[src/design/sapc_ram.sv]
`timescale 1ns / 1ps
// Generic simple dual-port RAM with one write port and a registered read port.
// No dependencies.
module sapc_ram #(
	parameter int WIDTH = 8,
	parameter int DEPTH = 16,
	localparam int AW = $clog2(DEPTH)
) (
	input  logic             clk,
	input  logic             we,
	input  logic [AW-1:0]    waddr,
	input  logic [WIDTH-1:0] wdata,
	input  logic [AW-1:0]    raddr,
	output logic [WIDTH-1:0] rdata
);

	logic [WIDTH-1:0] mem [DEPTH];

	// Write port and registered read.
	always_ff @(posedge clk) begin
		if (we) begin
			mem[waddr] <= wdata;
		end
		rdata <= mem[raddr];
	end

endmodule

[config.mk]
export PLATFORM = sky130hd
export DESIGN_NAME = sapc_ram
export DESIGN_NICKNAME = d
export VERILOG_FILES = /design/src/design/sapc_ram.sv
export SDC_FILE = /design/constraint.sdc
export NUM_CORES = 1
export LEC_CHECK = 0
export BUFFER_PORTS_ARGS = -buffer_cell sky130_fd_sc_hd__buf_2
export CAP_MARGIN = 20
export CORE_MARGIN = 8
export CORE_UTILIZATION = 35
export DETAILED_ROUTE_END_ITERATION = 8
export PLACE_DENSITY = 0.59
export SLEW_MARGIN = 0
export SYNTH_ARGS = -nofsm -noshare
export SYNTH_HDL_FRONTEND = slang
export SYNTH_SLANG_ARGS = --single-unit
[constraint.sdc]
create_clock -name clk -period 1.93 [get_ports clk]
set_clock_uncertainty 0.1 [all_clocks]
set_input_delay 0.0965 -clock clk [delete_from_list [all_inputs] [get_ports clk]]
set_output_delay 0.0965 -clock clk [all_outputs]
set_load 0.01 [all_outputs]
# Yosys cells after proc, flatten, opt, wreduce, memory -nomap -nowiden
# Memories as Yosys holds them, arrays and structs flattened. A register that Yosys moved wholly into a read port is not among the register bits.
# Cells that the tools add are included.
# W data, S select, Z words.
dict set report totals {
  wordCells 3
  regBits 0
  mem_bits_rw 128
  input_bits 18
  output_inout_bits 8
  mem_count 1
}
dict set report classes {
  n_mux 2
}
# name words width rd rd_clocked_by_memory_dff wr line_no
set memory_table {}
lappend memory_table {mem 16 8 1 1 1 17} ;# logic [WIDTH-1:0] mem [DEPTH];
# cell n
set ops {}
lappend ops {{$mux W1} 2}

# Depth between registers and ports, before layout
dict set report depth {
  depth_word 2
  ltp_mapped 5
  ltp_nobuf 3
}

# Worst setup path before layout
# OpenSTA, ideal clock, no wires.
dict set report synth_timing {
  kind {input to register}
  startpoint {in waddr[2]}
  endpoint {mem mem[0][0], enable pin}
  path_buffers 0
  setup_ns 0.383
  arrival_time_ns 1.206
  path_slack_ns 0.241
  cell_stages 2
  required_ns 1.447
  path_cell_list {or3b_2 nor3_1}
}
# element line_no
set synth_lines {}
lappend synth_lines {{from (decl)} 11} ;# input logic [AW-1:0] waddr,
lappend synth_lines {{to (decl)} 17}
# No word-level cell before the write port.

==> flow_metrics.tcl <==
set metrics [dict create \
    postCtsSetupRepairBufs 0 \
    yosys.area.top_type "edfxtp_1" \
    drc_errors 0 \
    critical-path-slowest-cell "mux4_1" \
    die_h_um 137 \
    critPathCaptureType "register" \
    clk_latency_ns 0.40 \
    drt-wirelength-per-cell_um 20.7 \
    synth_top_area_share_pct 74.7 \
    gp_congestion 0.678 \
    core_sq_mm 0.0145 \
    ff_latch_area_sq_mm 0.00400 \
    initialDrtViolationCount 212 \
    antenna_found_initial 0 \
    hpwl_um 6470 \
    totalWireLength_um 10100 \
    p_leak_uw 0.00211 \
    period_needed_ns 1.44 \
    grt_pass1_vias 2676 \
    hold_viol_final 0 \
    io_pins 26 \
    clock_sinks 136 \
    yosysMostFrequentCell "edfxtp_1" \
    fillers 1257 \
    period_share_pct 74.7 \
    placedInstanceArea_sq_mm 0.00561 \
    slew_violations 0 \
    syn_area_sq_mm 0.00515 \
    critical_path_required_ns 2.11 \
    ys_warn_count 0 \
    drive_above_1_share_pct 29.2 \
    n_antenna_cell 0 \
    tightest_slew_ns 0.417 \
    crit_path_end "rdata[0]$_DFF_P_" \
    startpoint_type "register" \
    synth_nets 247 \
    worstReg2RegEnd "rdata[0]$_DFF_P_" \
    port_buffers 25 \
    track_usage_pct 11.9 \
    path_clk_slew_ns 0.05 \
    powerDensity_mw_per_mm2 1040 \
    finalSetupViolations 0 \
    cp.depth 3 \
    postSynthCellCount 229 \
    maxCapViolCount 0 \
    hold_buffers 8 \
    busiest_layer "met2" \
    vias_per_cell 4.99 \
    reg2reg_depth 3 \
    cts_buffers 17 \
    met2_usage_pct 17.7 \
    crit_chain "mux4_1 > a22oi_1 > nand2_1" \
    path_class "reg2reg" \
    die_w_um 137 \
    met1_usage_pct 16.0 \
    ir_worst_vdd_mv 0.912 \
    fin_nets 310 \
    antenna_left 0 \
    crit_path_max_fanout 1 \
    cts.root.buffer_cell "clkbuf_16" \
    die_area_sq_mm 0.0188 \
    grtUsageMet3_pct 4.38 \
    multiInputGateArea_sq_mm 0.00106 \
    stdcell_count 489 \
    grt_first_pass_wirelength_um 16000 \
    synthTopCellsByCount "edfxtp_1 (128), mux4_2 (18), a22oi_1 (16)" \
    synth.area.top_cells "edfxtp_1 (75%), mux4_2 (7.9%), mux4_1 (7.1%), dfxtp_1 (3.1%), a22oi_1 (2.3%)" \
    synth_seq_cells 136 \
    cp-startpoint "mem[2][0]$_DFFE_PP_" \
    synth_edf_count 128 \
    rows 44 \
    start_util_pct 35.6 \
    dp.cells 449 \
    grt-ovfl-total 0 \
    r2r_slack_ns 0.49 \
    status "complete, no violations" \
    cts_resized 0 \
    cpPeakStageDelay_ns 0.50 \
    avgSynthCellArea_sq_um 22.5 \
    min_path_type "in2reg" \
    cts_max_level 4 \
    firstDrtPassIters 4 \
    cts_buffer_depth 2 \
    relSlewSlack_pct 72.2 \
    final_area_sq_mm 0.00622 \
    ys_types 19 \
    crit_buf_inv 0 \
    fmax_mhz 694 \
    arrival_ns 1.62 \
    async_reset_ff_share_pct 0 \
    rsz0062_at_grt "false" \
    grt_max_degree 33 \
    dr_total_vias 2441 \
    cp_top_family "multiplexers" \
    synth_ff_type "edfxtp_1" \
    reg2reg_from "mem[2][0]$_DFFE_PP_" \
    yosysSeqAreaShare_pct 77.8 \
    cts_tree "yes" \
    tns_ns 0 \
    area_growth_pct 20.8 \
]
==> sequential cells by signal, indices dropped and copies added, names as in the netlist <==
| signal | cells |
|---|---|
| mem | 128 |
| rdata | 8 |
==> placed cells by master, fill, tap and decap left out <==
master,netlist,layout
nor2_1,13,13
clkbuf_16,0,17
clkbuf_1,0,5
dfxtp_1,8,8
edfxtp_1,128,128
clkinv_1,0,3
nand3b_1,2,2
clkinv_2,0,3
nor2b_1,1,1
and2b_1,1,1
or3b_2,1,1
buf_4,1,18
nor3_1,4,4
buf_12,0,3
mux4_2,18,18
a22oi_1,16,16
clkbuf_8,0,4
buf_2,3,25
nand2_1,9,9
and2_1,1,1
dlygate4sd3_1,0,8
nand3_1,1,1
mux4_1,14,14
nand2b_1,2,2
==> power breakdown <==
group / internal [uW] / switching (uW)
sequential: 3310 / 23.2
clock: 1760 / 1060
combinational: 149 / 177
==> cell type report <==
type / count / share of cell area, %
sequential: 136 / 64.4
multi-input combinational: 83 / 17.0
clock buffer: 26 / 8.03
timing repair buffer: 54 / 6.44
tap: 184 / 3.70
clock inverter: 6 / 0.423
==> worst min path at each step <==
stage / to / start / slack, ns / depth (start not counted)
2_1_floorplan: mem[0][0]$_DFFE_PP_ / wdata[0] / 0.1 / 0
3_3_place_gp: mem[6][4]$_DFFE_PP_ / wdata[4] / 0.38 / 1
3_5_place_dp: mem[14][1]$_DFFE_PP_ / wdata[1] / 0.39 / 1
4_1_cts: mem[0][4]$_DFFE_PP_ / waddr[0] / 0.15 / 3
5_1_grt: mem[0][4]$_DFFE_PP_ / waddr[0] / 0.17 / 3
6_report: mem[0][1]$_DFFE_PP_ / waddr[0] / 0.15 / 3
==> worst min-delay path, delay by kind of cell <==
kind | cells | cell delay, ns
buf+inv | 2 | 0.32
simple gates | 1 | 0.06
==> per-stage QoR <==
| stage | power, uW | hold WS [ns] | utilization [%] | setup slack [ns] |
|---|---|---|---|---|
| after detailed placement | 3710 | 0.391 | 38.8 | 0.144 |
| final | 6470 | 0.153 | 42.9 | 0.489 |
| after floorplan | 3550 | 0.0954 | - | 0.241 |
| after global routing | 6690 | 0.172 | 42.9 | 0.415 |
| after global placement | 3700 | 0.384 | 38.8 | 0.193 |
| after CTS | 6530 | 0.148 | 42.9 | 0.451 |
==> logic make-up (layout without fill, tap and decap cells) <==
family	Yosys count	count (layout)	share of synthesized area (%)
mux	32	32	15.0
flops	136	136	77.8
compound gates	16	16	2.33
simple gates	35	35	3.18
buf+inv	10	86	1.68
==> routing by layer <==
metal | share of wire (%) | routed length (um) | vias to the layer above
met5 | 0 | 0 | -
met3 | 5.6 | 564 | 8
li1 | - | - | 1099
met4 | 0.78 | 79 | 0
met2 | 47 | 4780 | 57
met1 | 46 | 4700 | 1277
No activity file was read; power rests on OpenSTA's default activity.
