--- src/design/sapc_pkg.sv ---
`timescale 1ns / 1ps
// Package for the set-associative position cache: payload structs, table entry
// layout, per-way evaluation flags, sequencer states and register codes.
// Has no dependencies; the way evaluator, the top level and the testbench import it.
package sapc_pkg;

	// Default geometry of the table.
	localparam int DEF_CLUSTER_BITS = 10;
	localparam int DEF_WAYS         = 3;

	// The tag is the top 16 bits of the position key.
	localparam int TAG_LSB = 48;
	localparam int TAG_W   = 16;

	// Generation bits within the age/bound byte, and the exact bound code.
	localparam logic [7:0] GEN_MASK  = 8'hFC;
	localparam logic [1:0] BND_EXACT = 2'd3;

	// Action codes of an input transfer.
	localparam logic ACT_PROBE = 1'b0;
	localparam logic ACT_STORE = 1'b1;

	// Configuration register indexes (byte address divided by four).
	localparam logic [1:0] REG_GEN   = 2'd0;
	localparam logic [1:0] REG_BAN_A = 2'd1;
	localparam logic [1:0] REG_BAN_B = 2'd2;

	localparam logic [5:0]  GEN_RESET = 6'd0;
	localparam logic [14:0] BAN_RESET = 15'd32767;

	// One input transfer.
	typedef struct packed {
		logic               action;
		logic [63:0]        position_key;
		logic signed [15:0] score;
		logic [1:0]         bound_kind;
		logic [7:0]         search_depth;
		logic [15:0]        best_move;
		logic signed [15:0] static_score;
	} req_t;

	// One result transfer.
	typedef struct packed {
		logic               hit;
		logic               stored;
		logic [15:0]        found_move;
		logic signed [15:0] found_score;
		logic signed [15:0] found_static;
		logic [7:0]         found_depth;
		logic [1:0]         found_bound;
	} rsp_t;

	// One table entry as held in the memory.
	typedef struct packed {
		logic [15:0] tag;
		logic [15:0] move;
		logic [15:0] score;
		logic [15:0] stat;
		logic [7:0]  age_bound;
		logic [7:0]  depth;
	} entry_t;

	// Flags that the way evaluator hands to the sequencer.
	typedef struct packed {
		logic matched;
		logic empty;
		logic cur;
		logic replace;
	} way_eval_t;

	typedef enum logic [2:0] {
		ST_CLEAR,
		ST_IDLE,
		ST_READ,
		ST_EVAL,
		ST_WRITE,
		ST_RESP
	} state_t;

endpackage

--- src/design/sapc_way_eval.sv ---
`timescale 1ns / 1ps
// Shared way evaluator: compares one entry read from the table against the
// request tag and the current replacement victim. Depends on sapc_pkg.
module sapc_way_eval
	import sapc_pkg::*;
(
	input  entry_t           entry,
	input  logic [TAG_W-1:0] tag,
	input  logic [5:0]       generation,
	input  logic             victim_cur,
	input  logic [7:0]       victim_depth,
	output way_eval_t        result
);

	logic keep;
	logic shallower;

	// Tag, empty and generation checks on the entry.
	always_comb begin
		result.matched = (entry.tag == tag);
		result.empty   = (entry.tag == '0);
		result.cur     = ((entry.age_bound & GEN_MASK) == {generation, 2'b00});
		keep           = result.cur || (entry.age_bound[1:0] == BND_EXACT);
		shallower      = (entry.depth < victim_depth);
		// The entry displaces the victim when keep - victim_cur - shallower is negative.
		result.replace = keep ? (victim_cur && shallower) : (victim_cur || shallower);
	end

endmodule

--- config.mk ---
export PLATFORM = sky130hd
export DESIGN_NAME = sapc_way_eval
export DESIGN_NICKNAME = d
export VERILOG_FILES = /design/src/design/sapc_pkg.sv /design/src/design/sapc_way_eval.sv
export SDC_FILE = /design/constraint.sdc
export NUM_CORES = 1
export LEC_CHECK = 0
export ABC_AREA = 1
export BUFFER_PORTS_ARGS = -buffer_cell sky130_fd_sc_hd__buf_2
export CORE_ASPECT_RATIO = 0.6
export CORE_UTILIZATION = 27
export DETAILED_ROUTE_END_ITERATION = 12
export PLACE_DENSITY = 0.85
export SYNTH_ARGS = -nofsm -noshare
export SYNTH_HDL_FRONTEND = slang
export SYNTH_SLANG_ARGS = --single-unit
--- constraint.sdc ---
create_clock -name vclk -period 0.9
set_input_delay 0.045 -clock vclk [all_inputs]
set_output_delay 0.045 -clock vclk [all_outputs]
set_load 0.05 [all_outputs]
After elaboration in Yosys (flattened, before gate mapping)
Index checks and enable logic that the tools add are counted.
W data, S select, Z words.
Storage, ports and cells
  register bits after elaboration: 0
  input port bits: 111
  output and inout port bits: 4
  logic and storage cells: 9
Operators by class
  order comparisons: 1
  equality and inequality tests: 3
  mux-type cells: 1
  reductions and logical operators: 4
Operators by type and width (number)
  $eq A16 B16 Y1: 1
  $logic_not A16 Y1: 1
  $lt A8 B8 Y1: 1
  $eq A6 B6 Y1: 1
  $eq A2 B2 Y1 const B: 1
  $logic_or A1 B1 Y1: 2
  $logic_and A1 B1 Y1: 1
  $mux W1: 1

Longest topological paths before layout
Gate-level depths: netlist (run 1).
  depth after elaboration: 3
  depth in mapped cells: 9
  depth with buffers taken out: 9

Worst setup path before layout (run 1)
Ideal clock, no wire load.
  path kind: input port to output port
  from: input entry[69] (netlist bit)
  to: output result[2] (netlist bit)
  arrival time: 1447 ps
  required time: 855 ps
  slack: -592 ps
  cell stages on the path: 3
  path buffers: 0
  path through: nor4_1 > nand2_1 > nor3_1
RTL lines
  start, declared: line sapc_way_eval.sv:7  | input entry_t entry,
  end, declared: line sapc_way_eval.sv:12  | output way_eval_t result

==> metrics.cfg, run 1 <==
[placed_design]
place.detailed.hpwl_mm = 1.88
detailedPlace.worstSlack_ps = -326
numPortBuffers = 67
finalWeightedCongestion = 0.649

[sta]
final.setup.tns_ps = -339
report.final.setup_viol = 3
post-route-period-util = 1.18
achievable_frequency_ghz = 0.942
timing.final.hold_violations = 0
time_the_worst_path_needs_with_i_o_delays_and_setup_ps = 1060
worst-slew-pin-transition_ps = 254
post-route-worst-setup-slack_ps = -161
timing.max_slew.rel_slack = 0.829
slew_viol_final = 0
rsz_0062_raised_after_global_routing = yes

[synthesis]
synth_top_cells_by_count = nand2_1, inv_1, ha_1, nor2_1
combinational_family_with_the_most_area_after_synthesis = simple AND/OR/NAND/NOR gates
synth.yosys.warnings = 0
synth-adder-area-share = 0.146
post_synth.cell_area_avg_um2 = 5.21
post_synthesis_xor_xnor_area_fraction = 0.175
synthDominantAreaCellType = nand2_1
netlist_area_um2 = 599
synth_top_area_frac = 0.238
synthesis.nets = 233
synthDistinctLibCells = 15
top_post_synthesis_cells_by_area = nand2_1, inv_1, ha_1
synth.most_common_cell = nand2_1
synth-compound-area-share = 0.0543
synth-seq-area-share = 0
synthSimpleGateAreaFrac = 0.455
syn-instance-count = 115
muxShareOfSynthArea = 0

[pwr]
power.share.sequential = 0
p_per_area_nw_per_um2 = 435
ir_worst_vdd_uv = 174
power_switching_mw = 0.262
share_comb_of_total_power = 1.000
intPower_mw = 0.280
sw_share = 0.484
p_leak_nw = 0.704
power_frac_clock = 0

[floorplanning]
core.rowCount = 12
chipHeight_um = 38.5
die_area_um2 = 2420
io-pin-count = 115
initial_utilization = 0.305
die-width_um = 62.8
coreArea_um2 = 1970

[critical_path]
worstPathArrival_ps = 1020
setup.worst_path.class = primary input to output pin
critPathLaunchType = primary input
crit_path_end_kind = output pin
required_ps = 850
critical_path_fanout_max = 2

[final_layout]
num-clock-buffers = 0
area_delta_synth_final_pct = 108
n_antenna_cell = 0
finish.net_count = 305
register_area_um2 = 0
nFlopsAndLatches = 0
drive_gt1_frac = 0.573

[global_routing]
globalRouteMet1Util = 0.237
gr-max-usage-layer = met2
grt_first_pass_wirelength_mm = 3.51
grt_antenna_before_repair = 0
globalRouteTotalUtil = 0.186
grt_pass1_vias = 841
grt_overflow_total = 0
grt_use_met3 = 0.0179
pin_count_of_the_biggest_net_entering_global_routing = 4
use_met2 = 0.353

[run]
max_cap_violations = 0

[routing]
post-route-drc-count = 0
initial_drc_count = 7
routed_via_density = 4.16
drtPass1Iterations = 4
wl_mm = 2.20
antenna_left = 0
via_count = 887
post_drt_wl_per_cell_um = 10.3

[outcome]
violations = negative setup slack
status = complete, but fails checks

[clock_network]
post_cts_buffers = 0
holdBufCountCts = 0

[hold_path]
hp-class = primary input to output pin

[through the flow]
step	utilization	total power [mW]	hold slack (ps)	std cells	area, um^2
after floorplan	-	0.234	154	115	693
after global placement	0.552	0.441	529	213	1090
after detailed placement	0.552	0.454	531	213	1090
after CTS	0.595	0.503	476	213	1170
after global routing	0.634	0.611	489	213	1250
final	0.634	0.543	469	213	1250
[power groups by stage]
stage	registers, mW	clock network [mW]	logic [mW]
6_report	0	0	0.543
3_5_place_dp	0	0	0.454
3_3_place_gp	0	0	0.441
4_1_cts	0	0	0.503
2_1_floorplan	0	0	0.234
5_1_grt	0	0	0.611
[cell type report]
type	count	area [um^2]
inverters	27	109
multi-input cells	88	664
repair buffers	70	438
fillers	191	721
well taps	28	35.0
[cells by family after synthesis]
kind of cell,count (synthesis)
buffers and inverters,27
xor gates and xnor gates,12
and+or+nand+nor,63
AOI/OAI and AO/OA,6
adders and majority gates,7
[metal layers]
layer  up-vias  part of all wire
met1       380              0.43
met4         0            0.0064
met2        17              0.54
met5         -                 0
li1        488                 -
met3         2             0.021
[critical path, stage by stage]
cell     delay, ps
buf_2           90
inv_2           40
ha_4           250
nand2_1         70
nor2_1         170
a21oi_2         70
nand2_1         90
nand2_4         50
buf_8          140
[cells in the final DEF (no fill, tap or decap)]
master     n
o211ai_1   1
xnor2_1    6
buf_8      3
buf_4      3
a21oi_2    2
nor3_4     1
xor2_1     6
inv_4      3
ha_1       2
buf_6      8
nand2_2    7
nand3_1    3
nor2_2     2
nand2_4    1
nor2_1     5
o21ai_1    1
nor3_2     2
inv_1     20
nor3_1     3
nand3_2    2
inv_2      4
ha_4       5
buf_2     56
nor2_4     2
nand2_1   30
nor4_4     2
or2_2      3
a21oi_1    2
[worst paths after layout]
path,from,end,slack (ps),depth (start not counted)
hold / removal,entry[65],result[2],470,5
setup / recovery,victim_depth[7],result[0],-160,9
[repair_timing]
| action | in CTS | in global routing |
|---|---|---|
| endpoints found under the setup margin | 4 | 4 |
| gates resized for setup | 21 | 20 |
| gates cloned | 0 | 0 |
| pin swaps | 12 | 11 |
(Power assumes the default switching activity.)
==> run 2: changes to the inputs <==
==> constraint.sdc (replaced) <==
create_clock -name vclk -period 1.1
set_input_delay 0.055 -clock vclk [all_inputs]
set_output_delay 0.055 -clock vclk [all_outputs]
set_load 0.05 [all_outputs]
==> metrics.cfg, run 2 (same netlist as run 1, synthesis figures left out) <==
[pwr]
p_per_area_nw_per_um2 = 353  ; was 435 nW/um^2
p_leak_nw = 0.654  ; was 0.704 nW
ir_worst_vdd_uv = 113  ; was 174 uV
finalPower_mw = 0.378  ; was 0.543 mW

[critical_path]
max_stage_delay_ps = 190  ; was 250 ps
worstPathArrival_ps = 1000  ; was 1020 ps
setup.worst_path.class = primary input to output pin  ; unchanged
critical_path.most_common_cell = nand2_1  ; unchanged
family_with_the_most_delay_on_the_worst_path = buffers and inverters  ; was simple AND/OR/NAND/NOR gates
crit_path_end_kind = output pin  ; unchanged
critical_path.slowest_cell = ha_4  ; unchanged
cp.buffers_inverters = 4  ; was 3
critical_path_fanout_max = 1  ; was 2
cells_along_the_critical_path = buf_2 -> inv_2 -> ha_4 -> nand2_2 -> inv_1 -> nand2_1 -> nand2_1 -> a21oi_2 -> nand2_1 -> nand2_2 -> buf_8  ; was buf_2 -> inv_2 -> ha_4 -> nand2_1 -> nor2_1 -> a21oi_2 -> nand2_1 -> nand2_4 -> buf_8
required_ps = 1040  ; was 850 ps
critPathLaunchType = primary input  ; unchanged

[final_layout]
mostFrequentLayoutCell = buf_2  ; unchanged
register_area_um2 = 0  ; unchanged
area_delta_synth_final_pct = 78.7  ; was 108%
layout.cells.non_filler = 210  ; was 213
postLayoutCellArea_um2 = 1070  ; was 1250 um^2
multiInputGateArea_um2 = 584  ; was 664 um^2
drive_gt1_frac = 0.495  ; was 0.573
num-clock-buffers = 0  ; unchanged
nFlopsAndLatches = 0  ; unchanged
finish.net_count = 302  ; was 305
nFillCells = 202  ; was 191
n_antenna_cell = 0  ; unchanged
post-route-util = 0.545  ; was 0.634
mostFrequentLayoutCells = buf_2, nand2_1, inv_1  ; was buf_2, nand2_1, inv_1, buf_6, nand2_2

[routing]
routedLengthMet1_um = 797  ; was 941 um
initial_drc_count = 13  ; was 7
uppermost_metal_layer_occupied_by_signal_nets = met3  ; was met4
routed_via_density = 4.03  ; was 4.16
antenna_left = 0  ; unchanged
wl_mm = 1.77  ; was 2.20 mm
via_count = 846  ; was 887
drtPass1Iterations = 4  ; unchanged
post_drt_wl_per_cell_um = 8.42  ; was 10.3 um
post-route-drc-count = 0  ; unchanged
met3_wirelength_um = 96  ; was 46 um
met2RoutedLength_um = 875  ; was 1.20 mm

[global_routing]
pin_count_of_the_biggest_net_entering_global_routing = 4  ; unchanged
grt_overflow_total = 0  ; unchanged
grt_pass1_vias = 731  ; was 841
grt_antenna_before_repair = 0  ; unchanged
globalRouteTotalUtil = 0.143  ; was 0.186
grt_first_pass_wirelength_mm = 2.78  ; was 3.51 mm

[placed_design]
numPortBuffers = 67  ; unchanged
finalWeightedCongestion = 0.627  ; was 0.649
place.detailed.hpwl_mm = 1.54  ; was 1.88 mm
post_dp_cell_area_um2 = 980  ; was 1090 um^2
placed_cells_incl_taps = 210  ; was 213

[floorplanning]
core.rowCount = 12  ; unchanged
chipHeight_um = 38.5  ; unchanged
initial_utilization = 0.305  ; unchanged
io-pin-count = 115  ; unchanged
die_area_um2 = 2420  ; unchanged
coreArea_um2 = 1970  ; unchanged
die-width_um = 62.8  ; unchanged

[sta]
post-route-period-util = 0.957
report.final.setup_viol = 0  ; was 3
slew_viol_final = 0  ; unchanged
achievable_frequency_ghz = 0.950
worst-slew-pin-transition_ps = 269  ; was 254 ps
timing.max_slew.rel_slack = 0.819  ; was 0.829
timing.final.hold_violations = 0  ; unchanged
time_the_worst_path_needs_with_i_o_delays_and_setup_ps = 1050
rsz_0062_raised_after_global_routing = yes  ; unchanged
final.setup.tns_ps = 0  ; was -339 ps

[clock_network]
holdBufCountCts = 0  ; unchanged
post_cts_buffers = 0  ; unchanged

[hold_path]
worstHoldEndpoint = result[2]  ; unchanged
min_from = entry[68]  ; was entry[65]
worstHoldPathCells = 3  ; was 5
hp-class = primary input to output pin  ; unchanged

[run]
max_cap_violations = 0  ; unchanged

[outcome]
status = completed  ; was complete, but fails checks

run 2: tightest hold or removal path: stages:
cell    delay (ps)
buf_2          100
nor3_2          50
buf_4          180
run 2: what timing repair did:
action / in CTS / in global routing
gates resized for setup: 12 / 9
setup endpoints to repair: 1 / 3
pin swaps: 9 / 4
run 2: through the flow:
stage	hold WS (ps)	worst slack (ps)
after floorplan	212	-2.80
after global placement	456	-132
after detailed placement	455	-151
after CTS	456	4.69
after global routing	456	-26.0
final	439	47.0
run 2: final cells by class:
cell class / count / area share
inverter: 27 / 0.0946
multi-input combinational: 88 / 0.546
tap: 28 / 0.0327
timing repair buffer: 67 / 0.327
run 2: report_power, final:
part,leakage [nW],switching [mW],internal (mW)
sequential,0,0,0
clock,0,0,0
combinational,0.654,0.181,0.197
run 2: worst max path at each step:
stage,startpoint,end,slack [ps],depth (start not counted)
after floorplan,entry[69],result[2],-3,3
after global placement,entry[7],result[0],-130,8
after detailed placement,entry[7],result[0],-150,8
after CTS,victim_depth[3],result[0],5,9
after global routing,entry[69],result[2],-30,5
final,victim_depth[2],result[0],50,11
run 2: per-layer routing:
layer / vias up / GRT usage
met1: 336 / 0.171
met5: - / 0
li1: 484 / -
met3: 0 / 0.0149
met4: 0 / 0
met2: 26 / 0.299
